--- config.mk ---
export PLATFORM = sky130hd
export DESIGN_NAME = stick_deadzone_circular_clamp_unit
export DESIGN_NICKNAME = d
export VERILOG_FILES = /design/src/rtl/sdcc_pkg.sv /design/src/rtl/sdcc_circle_root.sv /design/src/rtl/stick_deadzone_circular_clamp_unit.sv
export SDC_FILE = /design/constraint.sdc
export NUM_CORES = 2
export LEC_CHECK = 0
export ABC_AREA = 1
export BUFFER_PORTS_ARGS = -buffer_cell sky130_fd_sc_hd__buf_4
export CAP_MARGIN = 20
export CORE_ASPECT_RATIO = 1.75
export CORE_MARGIN = 8
export CORE_UTILIZATION = 49
export DETAILED_ROUTE_END_ITERATION = 10
export PLACE_DENSITY = 0.76
export SLEW_MARGIN = 20
export SYNTH_ARGS = -nofsm -noshare
export SYNTH_HDL_FRONTEND = slang
export SYNTH_SLANG_ARGS = --single-unit
--- constraint.sdc ---
create_clock -name clk -period 12.51 [get_ports clk]
set_input_delay 1.8765 -clock clk [delete_from_list [all_inputs] [get_ports clk]]
set_output_delay 1.8765 -clock clk [all_outputs]
set_load 0.01 [all_outputs]
--- src/rtl/sdcc_pkg.sv ---
// Package for the stick dead-zone and circular-clamp unit: widths, constants, sideband type.
package sdcc_pkg;

    // Widths of the fixed datapath (sized for an output limit of up to 127)
    localparam int RAW_W     = 16;   // raw axis sample
    localparam int FB_W      = 8;    // fallback and output axis
    localparam int DZ_W      = 15;   // dead-zone register
    localparam int MAG_W     = 17;   // magnitude of a raw axis after negation
    localparam int LIMV_W    = 7;    // output limit value
    localparam int PROD_W    = 22;   // magnitude times limit
    localparam int FS_SHIFT  = 15;   // 32767 is 2**15 - 1
    localparam int REM_W     = 16;
    localparam int SCL_W     = 7;    // scaled magnitude
    localparam int SQ_W      = 14;   // square of a scaled magnitude
    localparam int LEN_W     = 15;   // squared length of the pair
    localparam int LIM_W     = 28;   // (scaled magnitude * limit) squared
    localparam int ACC_W     = 24;   // root * len2
    localparam int TRIAL_W   = 32;   // trial product in the root search
    localparam int ROOT_STEPS = SCL_W;

    localparam logic [REM_W-1:0] FULL_SCALE = 16'd32767;
    localparam logic [DZ_W-1:0]  DEAD_RESET = 15'd5000;

    // Stages before the root search, the search itself, and the output register
    localparam int PRE_STAGES = 5;
    localparam int PIPE_DEPTH = PRE_STAGES + ROOT_STEPS;
    localparam int LATENCY    = PIPE_DEPTH + 1;

    // Per-beat sideband that travels next to the datapath
    typedef struct packed {
        logic                   neg_x;
        logic                   neg_y;
        logic                   rest;
        logic                   clamp;
        logic [SCL_W-1:0]       sx;
        logic [SCL_W-1:0]       sy;
        logic signed [FB_W-1:0] fb_x;
        logic signed [FB_W-1:0] fb_y;
    } side_t;

endpackage

--- src/rtl/sdcc_circle_root.sv ---
// Pipelined root search: largest q with q*q*len2 <= lim, one bit per stage.
module sdcc_circle_root (
    input  logic                        clk,
    input  logic [sdcc_pkg::LEN_W-1:0]  len2,
    input  logic [sdcc_pkg::LIM_W-1:0]  lim,
    output logic [sdcc_pkg::SCL_W-1:0]  root
);

    localparam int STEPS = sdcc_pkg::ROOT_STEPS;

    logic [sdcc_pkg::SCL_W-1:0] q_reg    [0:STEPS-1];
    logic [sdcc_pkg::LIM_W-1:0] p_reg    [0:STEPS-2];
    logic [sdcc_pkg::ACC_W-1:0] acc_reg  [0:STEPS-2];
    logic [sdcc_pkg::LEN_W-1:0] len2_reg [0:STEPS-2];
    logic [sdcc_pkg::LIM_W-1:0] lim_reg  [0:STEPS-2];

    for (genvar i = 0; i < STEPS; i++) begin : g_step
        localparam int K = STEPS - 1 - i;

        logic [sdcc_pkg::SCL_W-1:0]   q_cur;
        logic [sdcc_pkg::LIM_W-1:0]   p_cur;
        logic [sdcc_pkg::ACC_W-1:0]   acc_cur;
        logic [sdcc_pkg::LEN_W-1:0]   len_cur;
        logic [sdcc_pkg::LIM_W-1:0]   lim_cur;
        logic [sdcc_pkg::TRIAL_W-1:0] trial;
        logic                         fit;
        logic [sdcc_pkg::SCL_W-1:0]   q_next;
        logic [sdcc_pkg::LIM_W-1:0]   p_next;
        logic [sdcc_pkg::ACC_W-1:0]   acc_next;

        if (i == 0) begin : g_first
            assign q_cur   = '0;
            assign p_cur   = '0;
            assign acc_cur = '0;
            assign len_cur = len2;
            assign lim_cur = lim;
        end else begin : g_rest
            assign q_cur   = q_reg[i-1];
            assign p_cur   = p_reg[i-1];
            assign acc_cur = acc_reg[i-1];
            assign len_cur = len2_reg[i-1];
            assign lim_cur = lim_reg[i-1];
        end

        // (q + 2^K)^2 * len2 = q^2*len2 + (q*len2) << (K+1) + len2 << 2K
        always_comb
        begin
            trial = sdcc_pkg::TRIAL_W'(p_cur)
                  + (sdcc_pkg::TRIAL_W'(acc_cur) << (K + 1))
                  + (sdcc_pkg::TRIAL_W'(len_cur) << (2 * K));
            fit   = (trial <= sdcc_pkg::TRIAL_W'(lim_cur));
            if (fit)
            begin
                q_next   = q_cur | (sdcc_pkg::SCL_W'(1) << K);
                p_next   = trial[sdcc_pkg::LIM_W-1:0];
                acc_next = acc_cur + (sdcc_pkg::ACC_W'(len_cur) << K);
            end
            else
            begin
                q_next   = q_cur;
                p_next   = p_cur;
                acc_next = acc_cur;
            end
        end

        always_ff @(posedge clk)
        begin
            q_reg[i] <= q_next;
        end

        if (i < STEPS - 1) begin : g_carry
            always_ff @(posedge clk)
            begin
                p_reg[i]    <= p_next;
                acc_reg[i]  <= acc_next;
                len2_reg[i] <= len_cur;
                lim_reg[i]  <= lim_cur;
            end
        end
    end

    assign root = q_reg[STEPS-1];

endmodule

--- src/rtl/stick_deadzone_circular_clamp_unit.sv ---
// Top level of the stick dead-zone and circular-clamp unit.
// A beat accepted at a clock edge runs through every stage and the output
// register, and its result then shows on the outputs, marked by done.
// Throughput: one beat per cycle; busy stays low, the pipeline never stalls.
// The depth is set by five conditioning/scaling stages plus the seven-stage
// bit-per-stage root search that pulls a long vector onto the circle.
// Reset (rst_n low, asynchronous): flush all in-flight beats, dead zone = 5000.
module stick_deadzone_circular_clamp_unit #(
    parameter int OUT_LIMIT = 100
) (
    input  logic                               clk,
    input  logic                               rst_n,
    // command channel
    input  logic                               start,
    output logic                               busy,
    input  logic signed [sdcc_pkg::RAW_W-1:0]  raw_x,
    input  logic signed [sdcc_pkg::RAW_W-1:0]  raw_y,
    input  logic signed [sdcc_pkg::FB_W-1:0]   fallback_x,
    input  logic signed [sdcc_pkg::FB_W-1:0]   fallback_y,
    // result channel
    output logic                               done,
    output logic signed [sdcc_pkg::FB_W-1:0]   stick_x,
    output logic signed [sdcc_pkg::FB_W-1:0]   stick_y,
    output logic                               active,
    // dead-zone register write
    input  logic                               cfg_we,
    input  logic [sdcc_pkg::DZ_W-1:0]          cfg_data
);

    localparam int DEPTH = sdcc_pkg::PIPE_DEPTH;
    localparam int STEPS = sdcc_pkg::ROOT_STEPS;
    localparam logic [sdcc_pkg::LEN_W-1:0] LIMIT_SQ =
        sdcc_pkg::LEN_W'(OUT_LIMIT * OUT_LIMIT);

    // ---------------------------------------------------------------
    // Dead-zone register
    // ---------------------------------------------------------------
    logic [sdcc_pkg::DZ_W-1:0] dead_zone_reg;
    logic [sdcc_pkg::DZ_W-1:0] dead_zone_next;

    always_comb
    begin
        dead_zone_next = cfg_we ? cfg_data : dead_zone_reg;
    end

    always_ff @(posedge clk or negedge rst_n)
    begin
        if (!rst_n)
            dead_zone_reg <= sdcc_pkg::DEAD_RESET;
        else
            dead_zone_reg <= dead_zone_next;
    end

    // ---------------------------------------------------------------
    // Valid line: one bit per stage, shifted every cycle
    // ---------------------------------------------------------------
    logic [DEPTH-1:0] vld_reg;
    logic [DEPTH-1:0] vld_next;
    logic             accept;

    assign busy   = 1'b0;
    assign accept = start && !busy;

    always_comb
    begin
        vld_next = {vld_reg[DEPTH-2:0], accept};
    end

    always_ff @(posedge clk or negedge rst_n)
    begin
        if (!rst_n)
            vld_reg <= '0;
        else
            vld_reg <= vld_next;
    end

    // ---------------------------------------------------------------
    // Stage 1: negate Y, take magnitudes, apply the dead zone
    // ---------------------------------------------------------------
    logic signed [sdcc_pkg::MAG_W-1:0] mx_s;
    logic signed [sdcc_pkg::MAG_W-1:0] my_s;
    logic [sdcc_pkg::MAG_W-1:0]        ax_raw;
    logic [sdcc_pkg::MAG_W-1:0]        ay_raw;
    logic [sdcc_pkg::MAG_W-1:0]        ax_dz;
    logic [sdcc_pkg::MAG_W-1:0]        ay_dz;
    logic [sdcc_pkg::MAG_W-1:0]        dz_ext;
    sdcc_pkg::side_t                   side0;

    logic [sdcc_pkg::MAG_W-1:0] ax1_reg;
    logic [sdcc_pkg::MAG_W-1:0] ay1_reg;
    sdcc_pkg::side_t            side1_reg;

    always_comb
    begin
        mx_s   = sdcc_pkg::MAG_W'(raw_x);
        my_s   = -sdcc_pkg::MAG_W'(raw_y);
        ax_raw = mx_s[sdcc_pkg::MAG_W-1] ? sdcc_pkg::MAG_W'(-mx_s) : sdcc_pkg::MAG_W'(mx_s);
        ay_raw = my_s[sdcc_pkg::MAG_W-1] ? sdcc_pkg::MAG_W'(-my_s) : sdcc_pkg::MAG_W'(my_s);
        dz_ext = sdcc_pkg::MAG_W'(dead_zone_reg);
        // drop an axis whose magnitude sits strictly inside the dead zone
        ax_dz  = (ax_raw < dz_ext) ? '0 : ax_raw;
        ay_dz  = (ay_raw < dz_ext) ? '0 : ay_raw;

        side0       = '0;
        side0.neg_x = mx_s[sdcc_pkg::MAG_W-1];
        side0.neg_y = my_s[sdcc_pkg::MAG_W-1];
        side0.rest  = (ax_dz == '0) && (ay_dz == '0);
        side0.fb_x  = fallback_x;
        side0.fb_y  = fallback_y;
    end

    always_ff @(posedge clk)
    begin
        ax1_reg   <= ax_dz;
        ay1_reg   <= ay_dz;
        side1_reg <= side0;
    end

    // ---------------------------------------------------------------
    // Stage 2: magnitude times the output limit
    // ---------------------------------------------------------------
    logic [sdcc_pkg::PROD_W-1:0] px2_reg;
    logic [sdcc_pkg::PROD_W-1:0] py2_reg;
    sdcc_pkg::side_t             side2_reg;

    always_ff @(posedge clk)
    begin
        px2_reg   <= sdcc_pkg::PROD_W'(ax1_reg) * sdcc_pkg::PROD_W'(OUT_LIMIT);
        py2_reg   <= sdcc_pkg::PROD_W'(ay1_reg) * sdcc_pkg::PROD_W'(OUT_LIMIT);
        side2_reg <= side1_reg;
    end

    // ---------------------------------------------------------------
    // Stage 3: divide by 32767. Take p >> 15 as the first guess; the
    // remainder against 32767 is then (p mod 2^15) + guess, which needs
    // at most one correction step.
    // ---------------------------------------------------------------
    logic [sdcc_pkg::SCL_W-1:0] qx0;
    logic [sdcc_pkg::SCL_W-1:0] qy0;
    logic [sdcc_pkg::REM_W-1:0] rx;
    logic [sdcc_pkg::REM_W-1:0] ry;
    sdcc_pkg::side_t            side3_next;
    sdcc_pkg::side_t            side3_reg;

    always_comb
    begin
        qx0 = px2_reg[sdcc_pkg::PROD_W-1:sdcc_pkg::FS_SHIFT];
        qy0 = py2_reg[sdcc_pkg::PROD_W-1:sdcc_pkg::FS_SHIFT];
        rx  = sdcc_pkg::REM_W'(px2_reg[sdcc_pkg::FS_SHIFT-1:0]) + sdcc_pkg::REM_W'(qx0);
        ry  = sdcc_pkg::REM_W'(py2_reg[sdcc_pkg::FS_SHIFT-1:0]) + sdcc_pkg::REM_W'(qy0);
        side3_next    = side2_reg;
        side3_next.sx = qx0 + sdcc_pkg::SCL_W'(rx >= sdcc_pkg::FULL_SCALE);
        side3_next.sy = qy0 + sdcc_pkg::SCL_W'(ry >= sdcc_pkg::FULL_SCALE);
    end

    always_ff @(posedge clk)
    begin
        side3_reg <= side3_next;
    end

    // ---------------------------------------------------------------
    // Stage 4: squares, and scaled magnitude times the limit
    // ---------------------------------------------------------------
    logic [sdcc_pkg::SQ_W-1:0] sqx4_reg;
    logic [sdcc_pkg::SQ_W-1:0] sqy4_reg;
    logic [sdcc_pkg::SQ_W-1:0] slx4_reg;
    logic [sdcc_pkg::SQ_W-1:0] sly4_reg;
    sdcc_pkg::side_t           side4_reg;

    always_ff @(posedge clk)
    begin
        sqx4_reg  <= sdcc_pkg::SQ_W'(side3_reg.sx) * sdcc_pkg::SQ_W'(side3_reg.sx);
        sqy4_reg  <= sdcc_pkg::SQ_W'(side3_reg.sy) * sdcc_pkg::SQ_W'(side3_reg.sy);
        slx4_reg  <= sdcc_pkg::SQ_W'(side3_reg.sx) * sdcc_pkg::SQ_W'(OUT_LIMIT);
        sly4_reg  <= sdcc_pkg::SQ_W'(side3_reg.sy) * sdcc_pkg::SQ_W'(OUT_LIMIT);
        side4_reg <= side3_reg;
    end

    // ---------------------------------------------------------------
    // Stage 5: squared length, clamp decision, per-axis search bound
    // ---------------------------------------------------------------
    logic [sdcc_pkg::LEN_W-1:0] len2_5;
    sdcc_pkg::side_t            side5_next;
    logic [sdcc_pkg::LEN_W-1:0] len2_5_reg;
    logic [sdcc_pkg::LIM_W-1:0] limx5_reg;
    logic [sdcc_pkg::LIM_W-1:0] limy5_reg;
    sdcc_pkg::side_t            side5_reg;

    always_comb
    begin
        len2_5           = sdcc_pkg::LEN_W'(sqx4_reg) + sdcc_pkg::LEN_W'(sqy4_reg);
        side5_next       = side4_reg;
        side5_next.clamp = (len2_5 > LIMIT_SQ);
    end

    always_ff @(posedge clk)
    begin
        len2_5_reg <= len2_5;
        limx5_reg  <= sdcc_pkg::LIM_W'(slx4_reg) * sdcc_pkg::LIM_W'(slx4_reg);
        limy5_reg  <= sdcc_pkg::LIM_W'(sly4_reg) * sdcc_pkg::LIM_W'(sly4_reg);
        side5_reg  <= side5_next;
    end

    // ---------------------------------------------------------------
    // Stages 6..12: root search for each axis, sideband follows alongside
    // ---------------------------------------------------------------
    logic [sdcc_pkg::SCL_W-1:0] rootx;
    logic [sdcc_pkg::SCL_W-1:0] rooty;
    sdcc_pkg::side_t            side_pipe_reg [0:STEPS-1];

    sdcc_circle_root u_root_x (
        .clk  (clk),
        .len2 (len2_5_reg),
        .lim  (limx5_reg),
        .root (rootx)
    );

    sdcc_circle_root u_root_y (
        .clk  (clk),
        .len2 (len2_5_reg),
        .lim  (limy5_reg),
        .root (rooty)
    );

    always_ff @(posedge clk)
    begin
        side_pipe_reg[0] <= side5_reg;
        for (int i = 1; i < STEPS; i++)
        begin
            side_pipe_reg[i] <= side_pipe_reg[i-1];
        end
    end

    // ---------------------------------------------------------------
    // Output register: pick fallback, plain scale or clamped root, add sign
    // ---------------------------------------------------------------
    sdcc_pkg::side_t                   side_end;
    logic [sdcc_pkg::SCL_W-1:0]        magx;
    logic [sdcc_pkg::SCL_W-1:0]        magy;
    logic signed [sdcc_pkg::FB_W-1:0]  valx;
    logic signed [sdcc_pkg::FB_W-1:0]  valy;
    logic signed [sdcc_pkg::FB_W-1:0]  stick_x_next;
    logic signed [sdcc_pkg::FB_W-1:0]  stick_y_next;
    logic                              active_next;
    logic signed [sdcc_pkg::FB_W-1:0]  stick_x_reg;
    logic signed [sdcc_pkg::FB_W-1:0]  stick_y_reg;
    logic                              active_reg;
    logic                              done_reg;

    always_comb
    begin
        side_end = side_pipe_reg[STEPS-1];
        magx     = side_end.clamp ? rootx : side_end.sx;
        magy     = side_end.clamp ? rooty : side_end.sy;
        valx     = side_end.neg_x ? -sdcc_pkg::FB_W'(magx) : sdcc_pkg::FB_W'(magx);
        valy     = side_end.neg_y ? -sdcc_pkg::FB_W'(magy) : sdcc_pkg::FB_W'(magy);
        if (side_end.rest)
        begin
            stick_x_next = side_end.fb_x;
            stick_y_next = side_end.fb_y;
            active_next  = 1'b0;
        end
        else
        begin
            stick_x_next = valx;
            stick_y_next = valy;
            active_next  = 1'b1;
        end
    end

    always_ff @(posedge clk)
    begin
        stick_x_reg <= stick_x_next;
        stick_y_reg <= stick_y_next;
        active_reg  <= active_next;
    end

    always_ff @(posedge clk or negedge rst_n)
    begin
        if (!rst_n)
            done_reg <= 1'b0;
        else
            done_reg <= vld_reg[DEPTH-1];
    end

    assign done    = done_reg;
    assign stick_x = stick_x_reg;
    assign stick_y = stick_y_reg;
    assign active  = active_reg;

endmodule

==> impl_summary.log <==
[metrics] result of the run: complete, no violations
[metrics] setup bufs post-CTS: 0
[metrics] FF-to-FF Start: u_root_y.p_reg[4][4]
[metrics] CTS sink count: 1450
[metrics] worst slack after detailed placement: 6010 ps
[metrics] number of register bits inferred by synthesis: 1450
[metrics] depth of the CTS H-tree: 4
[metrics] post-synth design cell area: 85500 sq um
[metrics] post-cts sizing count: 0
[metrics] Reg clk slew, reported paths: 70 ps
[metrics] HP Start: u_root_y.q_reg[3][4]
[metrics] setup_tns: 0 ps
[metrics] clk buf depth: 4
[metrics] worst setup skew after layout: 83.0 ps
[metrics] post-layout min period: 6570 ps
[metrics] max-cap viol count: 0
[metrics] post-detailed-routing wire length: 260000 um
[metrics] final routed DRC violation total: 0
[metrics] Multi-input gate area: 49800 sq um
[metrics] cell repeated most along the worst path: sky130_fd_sc_hd__nand2_1
[metrics] Cell Rows: 203
[metrics] post-synthesis area per instance: 8.15 sq um
[metrics] share of the synthesized area in the top cell type: 33.3%
[metrics] commonest cells after routing, fill and taps aside: sky130_fd_sc_hd__nand2_1, sky130_fd_sc_hd__inv_1, sky130_fd_sc_hd__dfxtp_1, sky130_fd_sc_hd__ha_1, sky130_fd_sc_hd__a21oi_1
[metrics] routed via count divided by cell count: 5.38
[metrics] post-synthesis sequential area ratio: 34.1%
[metrics] Highest Clock Rate: 152 MHz
[metrics] Bufs and invs on worst path: 4
[metrics] height of the die: 569 um
[metrics] worst setup margin: 5940 ps
[metrics] cell with the largest stage delay on the worst path: sky130_fd_sc_hd__buf_4
[metrics] PortBufs: 84
[metrics] Largest delay share family, worst path: simple AND/OR/NAND/NOR gates
[metrics] antenna violations before repair: 3
[metrics] via count: 69902
[metrics] RSZ-0062 raised after global routing: no
[metrics] number of detailed-route iterations in the first pass: 6
[metrics] count of endpoints failing hold in the final timing report: 0
[metrics] number of global-route vias before repair: 74764
[metrics] Tightest Pin Transition: 1260 ps
[metrics] number of distinct library cells after synthesis: 70
[metrics] hold buffer count at cts: 0
[metrics] first-pass GRT wire length: 397000 um
[metrics] placed wire-length estimate after detailed placement: 217000 um
[metrics] critical register-to-register path endpoint: u_root_y.acc_reg[5][5]
[metrics] flip-flop count of the largest register, all copies and words added: 238
[metrics] initial core utilization: 49.1%
[metrics] worst reg-to-reg setup slack: 5940 ps
[metrics] Synthesis Warnings: 0
[metrics] clock tree from TritonCTS: yes
[metrics] number of violations reported at the end of detailed-routing iteration 0: 3499
[metrics] slowest stage delay, CP: 600 ps
[metrics] nature of the critical path startpoint: flop
[metrics] standard cell core area: 174000 sq um
[metrics] Congestion Overflow GR: 0
[metrics] count of cells along the worst hold path: 0
[metrics] cell chosen for the clock root: sky130_fd_sc_hd__clkbuf_16
[metrics] proportion of synthesized flip-flops having asynchronous set or reset: 1.93%
[metrics] Layout Nets: 12156
[metrics] Num CTS Buffers: 141
[metrics] top cells by area in the synthesized netlist: sky130_fd_sc_hd__dfxtp_1, sky130_fd_sc_hd__ha_1, sky130_fd_sc_hd__nand2_1
[metrics] # IOs: 86
[metrics] Syn Inst Count: 10492
[metrics] Final Cycle Share: 52.5%
[metrics] overall die area: 189000 sq um
[metrics] data arrival time at the worst-slack endpoint: 7170 ps
[metrics] commonest non-fill, non-tap cell in the layout: sky130_fd_sc_hd__nand2_1
[metrics] Worst Hold Endpoint: u_root_y.q_reg[4][4]
[metrics] Register Area: 29200 sq um
[metrics] worst hold slack: 298 ps
[metrics] post-synth top area cell: sky130_fd_sc_hd__dfxtp_1
[metrics] worst-skew pair later-pin latency: 840 ps
[metrics] number of filler cells placed in the layout: 16017
[metrics] class of the most critical setup path: reg -> reg
[metrics] worst slew margin relative to its limit: 15.2%
[metrics] worst-path fanout max: 75
[metrics] total routing resource utilization after global routing: 26.9%
[metrics] ratio of cells with drive above 1 in the final layout: 3.94%
[metrics] count of cells along the worst register-to-register path: 30
[metrics] max-slew violations: 0
[metrics] Routed Antenna Nets: 0
[metrics] average wire per cell in the routed design: 20.0 um
[metrics] Routability Congestion: 1.02
[metrics] predominant post-synthesis flop cell: sky130_fd_sc_hd__dfxtp_1
[metrics] endpoint required time on the critical path: 13110 ps
[metrics] post-synthesis to final-layout area growth: 9.09%
[metrics] Worst setup EP type: flop
[metrics] die width: 332 um
[metrics] count of flip-flops with a built-in enable after synthesis: 0
[metrics] total setup violations reported at the end of the flow: 0
[metrics] maximum number of pins on one net before global-route repair: 76
[metrics] worst min path class: reg -> reg
## layout make-up
cell class | count | share of cell area [%]
Clock buffer | 174 | 4.18
Clock inverter | 68 | 0.859
Multi-Input combinational cell | 7347 | 53.4
Inverter | 1572 | 6.33
Sequential cell | 1450 | 31.3
Antenna cell | 3 | 0.00805
Timing Repair Buffer | 118 | 0.963
Tap cell | 2255 | 3.03
## kinds of logic after synthesis
group	Yosys count	synth area share [%]
and+or+nand+nor	3575	17.2
AOI/OAI and AO/OA	1699	10.9
buffers and inverters	1697	7.71
adders and majority gates	1459	23.7
DFF	1450	34.1
xor gates and xnor gates	603	6.23
muxes	8	0.0981
other	1	0.00439
## how the worst max path moves through the flow
stage	start	end	slack, ps	depth (start not counted)
3_3_place_gp	raw_y[0]	side1_reg[31]	5950	23
2_1_floorplan	side4_reg[23]	limx5_reg[21]	7530	21
3_5_place_dp	u_root_y.p_reg[4][4]	u_root_y.acc_reg[5][5]	6010	30
6_report	u_root_y.p_reg[4][4]	u_root_y.acc_reg[5][5]	5940	30
4_1_cts	u_root_y.p_reg[4][4]	u_root_y.acc_reg[5][5]	5930	30
5_1_grt	u_root_y.p_reg[4][4]	u_root_y.acc_reg[5][5]	5390	30
## stage by stage
stage	std cells	area (sq um)	utilization, %
6_report	12987	93300	53.6
4_1_cts	12983	93200	53.6
2_1_floorplan	10494	85500	-
5_1_grt	12986	93200	53.6
3_5_place_dp	12741	88500	50.9
3_3_place_gp	12741	88500	50.9
## synth_stat cells (all sizes together), types with 67 or more instances
master  instances
dfxtp        1422
nor3          101
ha           1190
xor2          394
a21o           67
nand3         362
nor2          592
nand2        2311
fa            269
o21ai         644
nand4         118
a21oi         748
inv          1570
xnor2         209
## routing by layer
layer	vias to the layer above	global-route usage [%]	share of wire [%]
met5	-	0	0
met4	0	25.4	11
met3	1035	3.18	2.9
met2	1716	54.7	55
met1	32776	21.5	31
li1	34375	-	-
Power is not shown: default switching activity piles up to over one toggle a cycle in this logic, so the estimate is an artifact.
